### src/rtl/grst_pkg.sv
`default_nettype none

package grst_pkg;

   // field and datapath widths
   localparam int QW      = 16;             // quaternion and gravity components
   localparam int KW      = 15;             // keep weight, Q0.15
   localparam int OW      = 15;             // Q7.8 outputs
   localparam int QFB     = 14;             // quaternion fraction bits
   localparam int FW      = 24;             // smoother state width
   localparam int FFRAC   = FW - 8;         // smoother fraction bits
   localparam int TW      = QW + 3;         // rounded g*q part
   localparam int RW      = TW + QW + 2;    // sum of four t*q products
   localparam int AW      = 60;             // accumulator and shifted multiplicand
   localparam int MPW     = 24;             // multiplier shift register
   localparam int DIGW    = 4;              // multiplier digit per cycle
   localparam int DCW     = 3;              // digit counter
   localparam int STEP_W  = 5;
   localparam int REQ_W   = 4 * QW;
   localparam int RSP_W   = ((3 * OW + 7) / 8) * 8;
   localparam int D_SHIFT = (2 * QFB + 16 - FFRAC > 62) ? 62 : 2 * QFB + 16 - FFRAC;
   localparam int O_SHIFT = FFRAC - 8;

   localparam logic [STEP_W-1:0] LAST_STEP = STEP_W'(29);
   localparam logic [DCW-1:0]    NDIG_Q    = DCW'(4);
   localparam logic [DCW-1:0]    NDIG_C    = DCW'(6);

   // 57.2958 in Q8.16
   localparam logic signed [MPW-1:0] RAD2DEG = MPW'(3754940);

   // rounding constants (half of the dropped weight)
   localparam logic [AW-1:0] T_HALF = AW'(64'd1 << (QFB - 1));
   localparam logic [AW-1:0] D_HALF = AW'(64'd1 << (D_SHIFT - 1));
   localparam logic [AW-1:0] F_HALF = AW'(64'd1 << (KW - 1));
   localparam logic [FW:0]   O_HALF = (FW + 1)'(64'd1 << (O_SHIFT - 1));

   localparam logic signed [AW-1:0] FILT_HI = AW'((64'sd1 <<< (FW - 1)) - 64'sd1);
   localparam logic signed [AW-1:0] FILT_LO = AW'(-(64'sd1 <<< (FW - 1)));
   localparam logic signed [FW-O_SHIFT:0] OUT_HI = (FW - O_SHIFT + 1)'(16383);
   localparam logic signed [FW-O_SHIFT:0] OUT_LO = (FW - O_SHIFT + 1)'(-16384);

   // operation kinds of the sequencer program
   localparam logic [1:0] OP_T = 2'd0;   // g*q product term
   localparam logic [1:0] OP_R = 2'd1;   // conj(q)*t product term
   localparam logic [1:0] OP_D = 2'd2;   // radians to degrees
   localparam logic [1:0] OP_S = 2'd3;   // smoother update

   // component selectors
   localparam logic [1:0] C_W = 2'd0;
   localparam logic [1:0] C_X = 2'd1;
   localparam logic [1:0] C_Y = 2'd2;
   localparam logic [1:0] C_Z = 2'd3;
   localparam logic [1:0] G_X = 2'd0;
   localparam logic [1:0] G_Y = 2'd1;
   localparam logic [1:0] G_Z = 2'd2;

   typedef logic signed [QW-1:0] comp_type;
   typedef logic signed [FW-1:0] filt_type;

   typedef struct packed {
      logic [1:0] kind;
      logic [1:0] mc_sel;
      logic [1:0] mp_sel;
      logic       neg;
      logic       first;
      logic       last;
      logic [1:0] dst;
   } op_type;

   function automatic op_type mk_op(input logic [1:0] kind, input logic [1:0] mc_sel,
                                    input logic [1:0] mp_sel, input logic neg,
                                    input logic first, input logic last,
                                    input logic [1:0] dst);
      op_type o;
      o.kind   = kind;
      o.mc_sel = mc_sel;
      o.mp_sel = mp_sel;
      o.neg    = neg;
      o.first  = first;
      o.last   = last;
      o.dst    = dst;
      return o;
   endfunction

   // sequencer program: t = g*q, r = conj(q)*t, then degrees and smoothing per axis
   function automatic op_type op_of(input logic [STEP_W-1:0] step);
      op_type o;
      unique case (step)
         5'd0:    o = mk_op(OP_T, G_X, C_X, 1'b1, 1'b1, 1'b0, C_W);
         5'd1:    o = mk_op(OP_T, G_Y, C_Y, 1'b1, 1'b0, 1'b0, C_W);
         5'd2:    o = mk_op(OP_T, G_Z, C_Z, 1'b1, 1'b0, 1'b1, C_W);
         5'd3:    o = mk_op(OP_T, G_X, C_W, 1'b0, 1'b1, 1'b0, C_X);
         5'd4:    o = mk_op(OP_T, G_Y, C_Z, 1'b0, 1'b0, 1'b0, C_X);
         5'd5:    o = mk_op(OP_T, G_Z, C_Y, 1'b1, 1'b0, 1'b1, C_X);
         5'd6:    o = mk_op(OP_T, G_X, C_Z, 1'b1, 1'b1, 1'b0, C_Y);
         5'd7:    o = mk_op(OP_T, G_Y, C_W, 1'b0, 1'b0, 1'b0, C_Y);
         5'd8:    o = mk_op(OP_T, G_Z, C_X, 1'b0, 1'b0, 1'b1, C_Y);
         5'd9:    o = mk_op(OP_T, G_X, C_Y, 1'b0, 1'b1, 1'b0, C_Z);
         5'd10:   o = mk_op(OP_T, G_Y, C_X, 1'b1, 1'b0, 1'b0, C_Z);
         5'd11:   o = mk_op(OP_T, G_Z, C_W, 1'b0, 1'b0, 1'b1, C_Z);
         5'd12:   o = mk_op(OP_R, C_X, C_W, 1'b0, 1'b1, 1'b0, 2'd0);
         5'd13:   o = mk_op(OP_R, C_W, C_X, 1'b1, 1'b0, 1'b0, 2'd0);
         5'd14:   o = mk_op(OP_R, C_Z, C_Y, 1'b1, 1'b0, 1'b0, 2'd0);
         5'd15:   o = mk_op(OP_R, C_Y, C_Z, 1'b0, 1'b0, 1'b1, 2'd0);
         5'd16:   o = mk_op(OP_R, C_Y, C_W, 1'b0, 1'b1, 1'b0, 2'd1);
         5'd17:   o = mk_op(OP_R, C_Z, C_X, 1'b0, 1'b0, 1'b0, 2'd1);
         5'd18:   o = mk_op(OP_R, C_W, C_Y, 1'b1, 1'b0, 1'b0, 2'd1);
         5'd19:   o = mk_op(OP_R, C_X, C_Z, 1'b1, 1'b0, 1'b1, 2'd1);
         5'd20:   o = mk_op(OP_R, C_Z, C_W, 1'b0, 1'b1, 1'b0, 2'd2);
         5'd21:   o = mk_op(OP_R, C_Y, C_X, 1'b1, 1'b0, 1'b0, 2'd2);
         5'd22:   o = mk_op(OP_R, C_X, C_Y, 1'b0, 1'b0, 1'b0, 2'd2);
         5'd23:   o = mk_op(OP_R, C_W, C_Z, 1'b1, 1'b0, 1'b1, 2'd2);
         5'd24:   o = mk_op(OP_D, 2'd0, 2'd0, 1'b0, 1'b1, 1'b1, 2'd0);
         5'd25:   o = mk_op(OP_S, 2'd0, 2'd0, 1'b0, 1'b1, 1'b1, 2'd0);
         5'd26:   o = mk_op(OP_D, 2'd0, 2'd0, 1'b0, 1'b1, 1'b1, 2'd1);
         5'd27:   o = mk_op(OP_S, 2'd0, 2'd0, 1'b0, 1'b1, 1'b1, 2'd1);
         5'd28:   o = mk_op(OP_D, 2'd0, 2'd0, 1'b0, 1'b1, 1'b1, 2'd2);
         5'd29:   o = mk_op(OP_S, 2'd0, 2'd0, 1'b0, 1'b1, 1'b1, 2'd2);
         default: o = mk_op(OP_S, 2'd0, 2'd0, 1'b0, 1'b1, 1'b1, 2'd2);
      endcase
      return o;
   endfunction

   // clamp to the smoother range
   function automatic filt_type sat_filt(input logic signed [AW-1:0] v);
      priority if (v > FILT_HI) begin
         return FILT_HI[FW-1:0];
      end else if (v < FILT_LO) begin
         return FILT_LO[FW-1:0];
      end else begin
         return v[FW-1:0];
      end
   endfunction

   // clamp to the Q7.8 output range
   function automatic logic [OW-1:0] sat_out(input logic signed [FW-O_SHIFT:0] v);
      priority if (v > OUT_HI) begin
         return OUT_HI[OW-1:0];
      end else if (v < OUT_LO) begin
         return OUT_LO[OW-1:0];
      end else begin
         return v[OW-1:0];
      end
   endfunction

endpackage

`default_nettype wire

### src/rtl/gravity_rotate_smooth_tilt.sv
`default_nettype none

// Channel  Ports                      Payload (lowest bits first)
// req      req_tvalid/tready/tdata    quat_w, quat_x, quat_y, quat_z (16 b each)
// rsp      rsp_tvalid/tready/tdata    roll_deg, pitch_deg, yaw_deg (15 b each), 3 b zero
// csr      csr_we/index/wdata         0 gravity_x, 1 gravity_y, 2 gravity_z, 3 keep_weight
//
// A transaction holds the block from accept until its result is issued: 30 products run
// through one shared multiply-accumulate that consumes a 4-bit multiplier digit per
// cycle, with a load state before each product and a store state after each result group.
// Reset is synchronous; it restores the register defaults and clears the smoothers.
// A result waiting on rsp does not block req; a new result waits only if the
// previous one is still untaken when the next transaction finishes.
module gravity_rotate_smooth_tilt (
   input  logic                         clock,
   input  logic                         reset,
   input  logic                         req_tvalid,
   output logic                         req_tready,
   input  logic [grst_pkg::REQ_W-1:0]   req_tdata,    // quat_w, quat_x, quat_y, quat_z
   output logic                         rsp_tvalid,
   input  logic                         rsp_tready,
   output logic [grst_pkg::RSP_W-1:0]   rsp_tdata,    // roll_deg, pitch_deg, yaw_deg, pad
   input  logic                         csr_we,
   input  logic [1:0]                   csr_index,
   input  logic [grst_pkg::QW-1:0]      csr_wdata
);
   import grst_pkg::*;

   localparam logic [2:0] ST_IDLE  = 3'd0;
   localparam logic [2:0] ST_LOAD  = 3'd1;
   localparam logic [2:0] ST_MUL   = 3'd2;
   localparam logic [2:0] ST_STORE = 3'd3;
   localparam logic [2:0] ST_DONE  = 3'd4;

   localparam logic [1:0] CSR_GX   = 2'd0;
   localparam logic [1:0] CSR_GY   = 2'd1;
   localparam logic [1:0] CSR_GZ   = 2'd2;
   localparam logic [1:0] CSR_KEEP = 2'd3;

   logic [2:0]              state_ff, state_in;
   logic [STEP_W-1:0]       step_ff, step_in;
   logic [DCW-1:0]          dig_ff, dig_in;
   logic [DCW-1:0]          ndig_ff, ndig_in;
   logic signed [AW-1:0]    mc_ff, mc_in;
   logic signed [MPW-1:0]   mp_ff, mp_in;
   logic signed [AW-1:0]    acc_ff, acc_in;
   comp_type                q_ff [0:3];
   comp_type                q_in [0:3];
   logic signed [TW-1:0]    t_ff [0:3];
   logic signed [TW-1:0]    t_in [0:3];
   logic signed [RW-1:0]    r_ff [0:2];
   logic signed [RW-1:0]    r_in [0:2];
   filt_type                s_ff, s_in;
   filt_type                filt_ff [0:2];
   filt_type                filt_in [0:2];
   comp_type                g_ff [0:2];
   comp_type                g_in [0:2];
   logic [KW-1:0]           keep_ff, keep_in;
   logic                    rsp_valid_ff, rsp_valid_in;
   logic [RSP_W-1:0]        rsp_data_ff, rsp_data_in;

   op_type                  op;
   logic                    dig_last;
   logic signed [DIGW:0]    dig_s;
   logic signed [AW+DIGW:0] prod_full;
   logic signed [AW-1:0]    partial;
   logic signed [AW-1:0]    acc_sum;
   comp_type                g_sel;
   comp_type                q_sel;
   logic signed [TW-1:0]    t_sel;
   logic signed [RW-1:0]    r_sel;
   filt_type                f_sel;
   logic signed [FW:0]      f_diff;
   logic signed [AW-1:0]    s_init;
   logic signed [AW-1:0]    t_sum;
   logic signed [AW-1:0]    d_sum;
   logic signed [AW-1:0]    f_sum;
   logic signed [TW-1:0]    t_rnd;
   filt_type                s_val;
   filt_type                f_val;
   logic signed [FW:0]      o_sum [0:2];
   logic [OW-1:0]           o_val [0:2];

   assign op         = op_of(step_ff);
   assign req_tready = (state_ff == ST_IDLE);
   assign rsp_tvalid = rsp_valid_ff;
   assign rsp_tdata  = rsp_data_ff;

   // select operands for the current product
   always_comb begin
      g_sel = g_ff[0];
      q_sel = q_ff[0];
      t_sel = t_ff[0];
      r_sel = r_ff[0];
      f_sel = filt_ff[0];
      for (int i = 0; i < 3; i++) begin
         if (op.mc_sel == 2'(i)) g_sel = g_ff[i];
         if (op.dst == 2'(i)) begin
            r_sel = r_ff[i];
            f_sel = filt_ff[i];
         end
      end
      for (int i = 0; i < 4; i++) begin
         if (op.mp_sel == 2'(i)) q_sel = q_ff[i];
         if (op.mc_sel == 2'(i)) t_sel = t_ff[i];
      end
   end

   assign f_diff = (FW + 1)'(f_sel) - (FW + 1)'(s_ff);
   assign s_init = AW'(s_ff) <<< KW;

   // one digit of the shared multiplier; the top digit carries the sign
   assign dig_last  = (dig_ff == ndig_ff - DCW'(1));
   assign dig_s     = dig_last ? $signed({mp_ff[DIGW-1], mp_ff[DIGW-1:0]})
                               : $signed({1'b0, mp_ff[DIGW-1:0]});
   assign prod_full = mc_ff * dig_s;
   assign partial   = prod_full[AW-1:0];
   assign acc_sum   = op.neg ? acc_ff - partial : acc_ff + partial;

   // round and clamp accumulated groups
   assign t_sum = acc_ff + T_HALF;
   assign d_sum = acc_ff + D_HALF;
   assign f_sum = acc_ff + F_HALF;
   assign t_rnd = t_sum[QFB+TW-1:QFB];
   assign s_val = sat_filt(d_sum >>> D_SHIFT);
   assign f_val = sat_filt(f_sum >>> KW);

   // round the smoothed values to Q7.8
   always_comb begin
      for (int i = 0; i < 3; i++) begin
         o_sum[i] = (FW + 1)'(filt_ff[i]) + $signed(O_HALF);
         o_val[i] = sat_out(o_sum[i][FW:O_SHIFT]);
      end
   end

   // configuration writes
   always_comb begin
      g_in    = g_ff;
      keep_in = keep_ff;
      if (csr_we) begin
         unique case (csr_index)
            CSR_GX:   g_in[0] = csr_wdata;
            CSR_GY:   g_in[1] = csr_wdata;
            CSR_GZ:   g_in[2] = csr_wdata;
            CSR_KEEP: keep_in = csr_wdata[KW-1:0];
            default:  keep_in = keep_ff;
         endcase
      end
   end

   // sequencer
   always_comb begin
      state_in     = state_ff;
      step_in      = step_ff;
      dig_in       = dig_ff;
      ndig_in      = ndig_ff;
      mc_in        = mc_ff;
      mp_in        = mp_ff;
      acc_in       = acc_ff;
      q_in         = q_ff;
      t_in         = t_ff;
      r_in         = r_ff;
      s_in         = s_ff;
      filt_in      = filt_ff;
      rsp_valid_in = rsp_valid_ff;
      rsp_data_in  = rsp_data_ff;

      // drop a taken result
      if (rsp_valid_ff && rsp_tready) rsp_valid_in = 1'b0;

      unique case (state_ff)
         ST_IDLE: begin
            if (req_tvalid) begin
               for (int i = 0; i < 4; i++) q_in[i] = req_tdata[i*QW +: QW];
               step_in  = '0;
               state_in = ST_LOAD;
            end
         end
         ST_LOAD: begin
            dig_in = '0;
            unique case (op.kind)
               OP_T: begin
                  mc_in   = AW'(g_sel);
                  mp_in   = MPW'(q_sel);
                  ndig_in = NDIG_Q;
               end
               OP_R: begin
                  mc_in   = AW'(t_sel);
                  mp_in   = MPW'(q_sel);
                  ndig_in = NDIG_Q;
               end
               OP_D: begin
                  mc_in   = AW'(r_sel);
                  mp_in   = RAD2DEG;
                  ndig_in = NDIG_C;
               end
               OP_S: begin
                  mc_in   = AW'(f_diff);
                  mp_in   = $signed(MPW'(keep_ff));
                  ndig_in = NDIG_Q;
               end
               default: ndig_in = NDIG_Q;
            endcase
            if (op.first) acc_in = (op.kind == OP_S) ? s_init : '0;
            state_in = ST_MUL;
         end
         ST_MUL: begin
            acc_in = acc_sum;
            mc_in  = mc_ff <<< DIGW;
            mp_in  = mp_ff >>> DIGW;
            dig_in = dig_ff + DCW'(1);
            if (dig_last) begin
               if (op.last) begin
                  state_in = ST_STORE;
               end else begin
                  step_in  = step_ff + STEP_W'(1);
                  state_in = ST_LOAD;
               end
            end
         end
         ST_STORE: begin
            unique case (op.kind)
               OP_T: begin
                  for (int i = 0; i < 4; i++) if (op.dst == 2'(i)) t_in[i] = t_rnd;
               end
               OP_R: begin
                  for (int i = 0; i < 3; i++) if (op.dst == 2'(i)) r_in[i] = acc_ff[RW-1:0];
               end
               OP_D: s_in = s_val;
               OP_S: begin
                  for (int i = 0; i < 3; i++) if (op.dst == 2'(i)) filt_in[i] = f_val;
               end
               default: s_in = s_ff;
            endcase
            if (step_ff == LAST_STEP) begin
               state_in = ST_DONE;
            end else begin
               step_in  = step_ff + STEP_W'(1);
               state_in = ST_LOAD;
            end
         end
         ST_DONE: begin
            // hold until the output register is free
            if (!rsp_valid_ff || rsp_tready) begin
               rsp_valid_in = 1'b1;
               rsp_data_in  = RSP_W'({o_val[2], o_val[1], o_val[0]});
               state_in     = ST_IDLE;
            end
         end
         default: state_in = ST_IDLE;
      endcase
   end

   // control, configuration and smoother state
   always_ff @(posedge clock) begin
      if (reset) begin
         state_ff     <= ST_IDLE;
         step_ff      <= '0;
         dig_ff       <= '0;
         rsp_valid_ff <= 1'b0;
         g_ff[0]      <= '0;
         g_ff[1]      <= '0;
         g_ff[2]      <= comp_type'(16384);
         keep_ff      <= KW'(26214);
         for (int i = 0; i < 3; i++) filt_ff[i] <= '0;
      end else begin
         state_ff     <= state_in;
         step_ff      <= step_in;
         dig_ff       <= dig_in;
         rsp_valid_ff <= rsp_valid_in;
         g_ff         <= g_in;
         keep_ff      <= keep_in;
         filt_ff      <= filt_in;
      end
   end

   // datapath
   always_ff @(posedge clock) begin
      ndig_ff     <= ndig_in;
      mc_ff       <= mc_in;
      mp_ff       <= mp_in;
      acc_ff      <= acc_in;
      q_ff        <= q_in;
      t_ff        <= t_in;
      r_ff        <= r_in;
      s_ff        <= s_in;
      rsp_data_ff <= rsp_data_in;
   end

   // accepted transaction starts the program at its first step
   a_start: assert property (@(posedge clock) disable iff (reset)
      (req_tvalid && req_tready) |=> (state_ff == ST_LOAD && step_ff == '0))
      else $error("program did not start after accept");

   // digit counter stays below the digit count of the current product
   a_digits: assert property (@(posedge clock) disable iff (reset)
      (state_ff == ST_MUL) |-> (dig_ff < ndig_ff))
      else $error("digit counter overran");

   // step counter never passes the end of the program
   a_step: assert property (@(posedge clock) disable iff (reset)
      (state_ff != ST_IDLE) |-> (step_ff <= LAST_STEP))
      else $error("step counter overran");

   // a new result is issued only from the finishing state
   a_issue: assert property (@(posedge clock) disable iff (reset)
      $rose(rsp_tvalid) |-> $past(state_ff == ST_DONE))
      else $error("result issued outside finish");

endmodule

`default_nettype wire
### config.mk
export PLATFORM = sky130hd
export DESIGN_NAME = gravity_rotate_smooth_tilt
export DESIGN_NICKNAME = d
export VERILOG_FILES = /design/src/rtl/grst_pkg.sv /design/src/rtl/gravity_rotate_smooth_tilt.sv
export SDC_FILE = /design/constraint.sdc
export NUM_CORES = 2
export LEC_CHECK = 0
export ABC_AREA = 1
export BUFFER_PORTS_ARGS = -buffer_cell sky130_fd_sc_hd__buf_2
export CAP_MARGIN = 20
export CORE_MARGIN = 10
export CORE_UTILIZATION = 35
export CTS_CLUSTER_DIAMETER = 100
export DETAILED_ROUTE_END_ITERATION = 8
export GPL_TIMING_DRIVEN = 1
export SLEW_MARGIN = 15
export SYNTH_ARGS = -nofsm -noshare
export SYNTH_HDL_FRONTEND = slang
export SYNTH_SLANG_ARGS = --single-unit
### constraint.sdc
create_clock -name clock -period 7.5 [get_ports clock]
set_input_delay 1.125 -clock clock [delete_from_list [all_inputs] [get_ports clock]]
set_output_delay 1.125 -clock clock [all_outputs]
set_load 0.02 [all_outputs]
==> run summary <==
Cell Rows: 135
pin count of the biggest net entering global routing: 74
maximum fanout encountered on the critical timing path: 7
pins over their slew limit: 0
wire length of the first global-routing pass: 257 mm
post-synthesis sequential element count: 620
post-detailed-route count of antenna-violating nets: 0
total gr overflow: 0
vertical die dimension: 389 microns
largest stage delay on the critical path: 0.58 ns
Netlist cell types: 69
violated checks: setup timing
fraction of layout cells with a size suffix above 1: 21.5%
die area: 152000 sq um
category of cells accounting for the largest share of critical-path delay: simple AND/OR/NAND/NOR gates
antenna violations before repair: 2
utilization after layout: 44.7%
number of buffers and inverters on the critical path: 11
EDFF count, synth: 462
H-tree depth: 3
number of failing setup endpoints in the final timing report: 2
share of the synthesized area in the top cell type: 29.1%
Floorplan Core Area: 135000 sq um
total number of clock tree sinks: 620
Total GRT Usage: 21.5%
tightest slew margin relative to the limit: 36.0%
cell type with the highest aggregate area in the netlist: edfxtp_1
slew at the pin closest to its max-slew limit: 0.960 ns
Max Freq: 133 MHz
worst hold path class: reg2reg
final-stage net count: 7661
Inserted Clock Buffers: 75
Synthesis Warnings: 0
clock skew: 0.0591 ns
synthesized cell area: 47700 sq um
CP max stage cell: fa_1
Clk pin slew, worst setup/hold paths: 0.06 ns
total iterations of the first detailed-routing run: 8
clk_lat worst skew: 0.70 ns
Max clock buf depth: 3
post-synthesis sequential area ratio: 35.7%
RSZ-0062 raised after global routing: yes
synthesized instance count: 6432
data arrival time of the critical path: 7.96 ns
I/O pin cnt: 137
post-synthesis async set-or-reset flop share: 0%
ratio of routed vias to standard cells: 5.06
via count of the first global-routing pass: 43800
first-iteration detailed-routing DRC count: 4089
detailed placement HPWL: 133 mm
critical path startpoint category: flop
horizontal die dimension: 389 microns
max-cap violations: 0
Vias: 45700
final instance area: 60600 sq um
Setup crit end kind: flop
initial standard-cell utilization of the core: 35.2%
TritonCTS clock tree: built
quantity of hold-fixing buffers added after cts: 0
required arrival time at the worst endpoint: 7.94 ns
ratio of final minimum period to clock period: 100%
result of the run: finished with violations
placement-stage cell area: 55200 sq um
Critical Setup Path Class: reg2reg
post-detailed-routing wire length: 170 mm
Syn Area/Cell: 7.42 sq um
area added between synthesis and finish: 26.9%
worst hold-check slack: 0.454 ns
time the final worst path needs with I/O delays and setup: 7.52 ns
clk root buf: clkbuf_16
total of buffers placed on input and output ports: 133
Hold Fails Final Rpt: 0
Worst Slack Setup Final: -0.0176 ns
detail-routed net length per standard cell: 18.9 microns
DRC violations left: 0
dominant synthesized flop cell: edfxtp_1
routability congestion estimate: 1.01
Area contributors post-synth: edfxtp_1 (29%), nand2_1 (12%), inv_1 (9.9%)
-- synth_stat cells, types with 18 or more instances --
library cell	count
o21ai_0	391
o211ai_1	54
dfxtp_1	158
nand3_1	359
a21oi_1	385
clkbuf_1	153
nand2_1	1524
inv_1	1257
ha_1	217
nor2_1	591
nand4_1	71
a31oi_1	47
o22ai_1	18
xor2_1	148
o21ai_1	19
o31ai_1	22
nand3b_1	21
xnor2_1	42
fa_1	170
buf_1	20
nand2_4	22
edfxtp_1	462
nor3_1	60
o21a_1	19
-- sequential cells by signal (all words and copies together) (netlist names) --
| name | flops |
|---|---|
| ndig_ff | 1 |
| op | 11 |
| rsp_tdata | 45 |
| rsp_tvalid | 1 |
| step_ff | 5 |
| state_ff | 3 |
| keep_ff | 15 |
| mp_ff | 21 |
| mc_ff | 60 |
| g_ff | 48 |
| q_ff | 64 |
| dig_ff | 3 |
| r_ff | 111 |
| t_ff | 76 |
| acc_ff | 60 |
| filt_ff | 72 |
| s_ff | 24 |
-- final cells by class --
class                           count  area (sq um)
Clock inverter                     42           663
Timing Repair Buffer              873          6340
Clock buffer                       95          2070
Fill cell                       13600         74900
Inverter                         1270          4780
Sequential cell                   620         17000
Multi-Input combinational cell   4347         27400
Tap cell                         1781          2230
Antenna cell                        1          2.50
-- cells by family after synthesis --
group	share of synthesized area, %
flops	35.7
xor+xnor	3.49
simple gates	24.2
compound gates	12.0
fa+ha+maj	12.8
mux	0.139
other cells	0.00786
buf+inv	11.7
-- metal layers --
layer	vias up	GRT usage, %	share of wire, %
met4	0	6.62	3.1
met3	249	2.59	6.1
met2	1442	36.3	47
met5	-	0	0
li1	22100	-	-
met1	21900	28.7	44
-- worst paths after layout --
check / startpoint / to / slack [ns] / depth (start not counted)
setup / recovery: ndig_ff[1]$_DFFE_PP_ / acc_ff[47]$_DFFE_PP_ / -0.02 / 43
hold / removal: g_ff[35]$_SDFFE_PP0P_ / g_ff[35]$_SDFFE_PP0P_ / 0.45 / 2
setup reg to reg: ndig_ff[1]$_DFFE_PP_ / acc_ff[47]$_DFFE_PP_ / -0.02 / 43
hold reg to reg: g_ff[35]$_SDFFE_PP0P_ / g_ff[35]$_SDFFE_PP0P_ / 0.45 / 2
-- cell usage in the layout, fill, tap and decap left out, drive strengths merged, types with 71 or more instances in the layout --
cell / count
inv: 1270
o21ai: 412
xor2: 148
ha: 217
nand3: 365
buf: 873
a21oi: 385
clkbuf: 95
fa: 170
nor2: 609
nand4: 71
nand2: 1558
dfxtp: 158
edfxtp: 462
-- through the flow --
stage	setup TNS, ns	std cells	setup WS [ns]
after floorplan	0	6434	0.323
after global placement	-10.98	8854	-0.624
after detailed placement	-12.85	8854	-0.635
after CTS	-0.0759	8999	-0.0356
after global routing	-7.18	9028	-0.473
final	-0.0284	9029	-0.0176
-- repair_timing --
item,4_1_cts,5_1_grt
pin swaps,21,101
setup endpoints to repair,34,38
hold endpoints to repair,0,0
resized for setup,120,443
buffers inserted,8,27
-- worst register-to-register path: cells and delay by family (launching register included) --
family          cells  cell delay, ns
xor+xnor            1            0.17
buf+inv            11            1.30
simple gates       21            2.54
compound gates      5            0.60
fa+ha+maj           5            2.32
flops               1            0.38
Power is left out: the tool's default activity adds up to more than one toggle a clock period on the data nets, which glitch-free logic cannot reach.
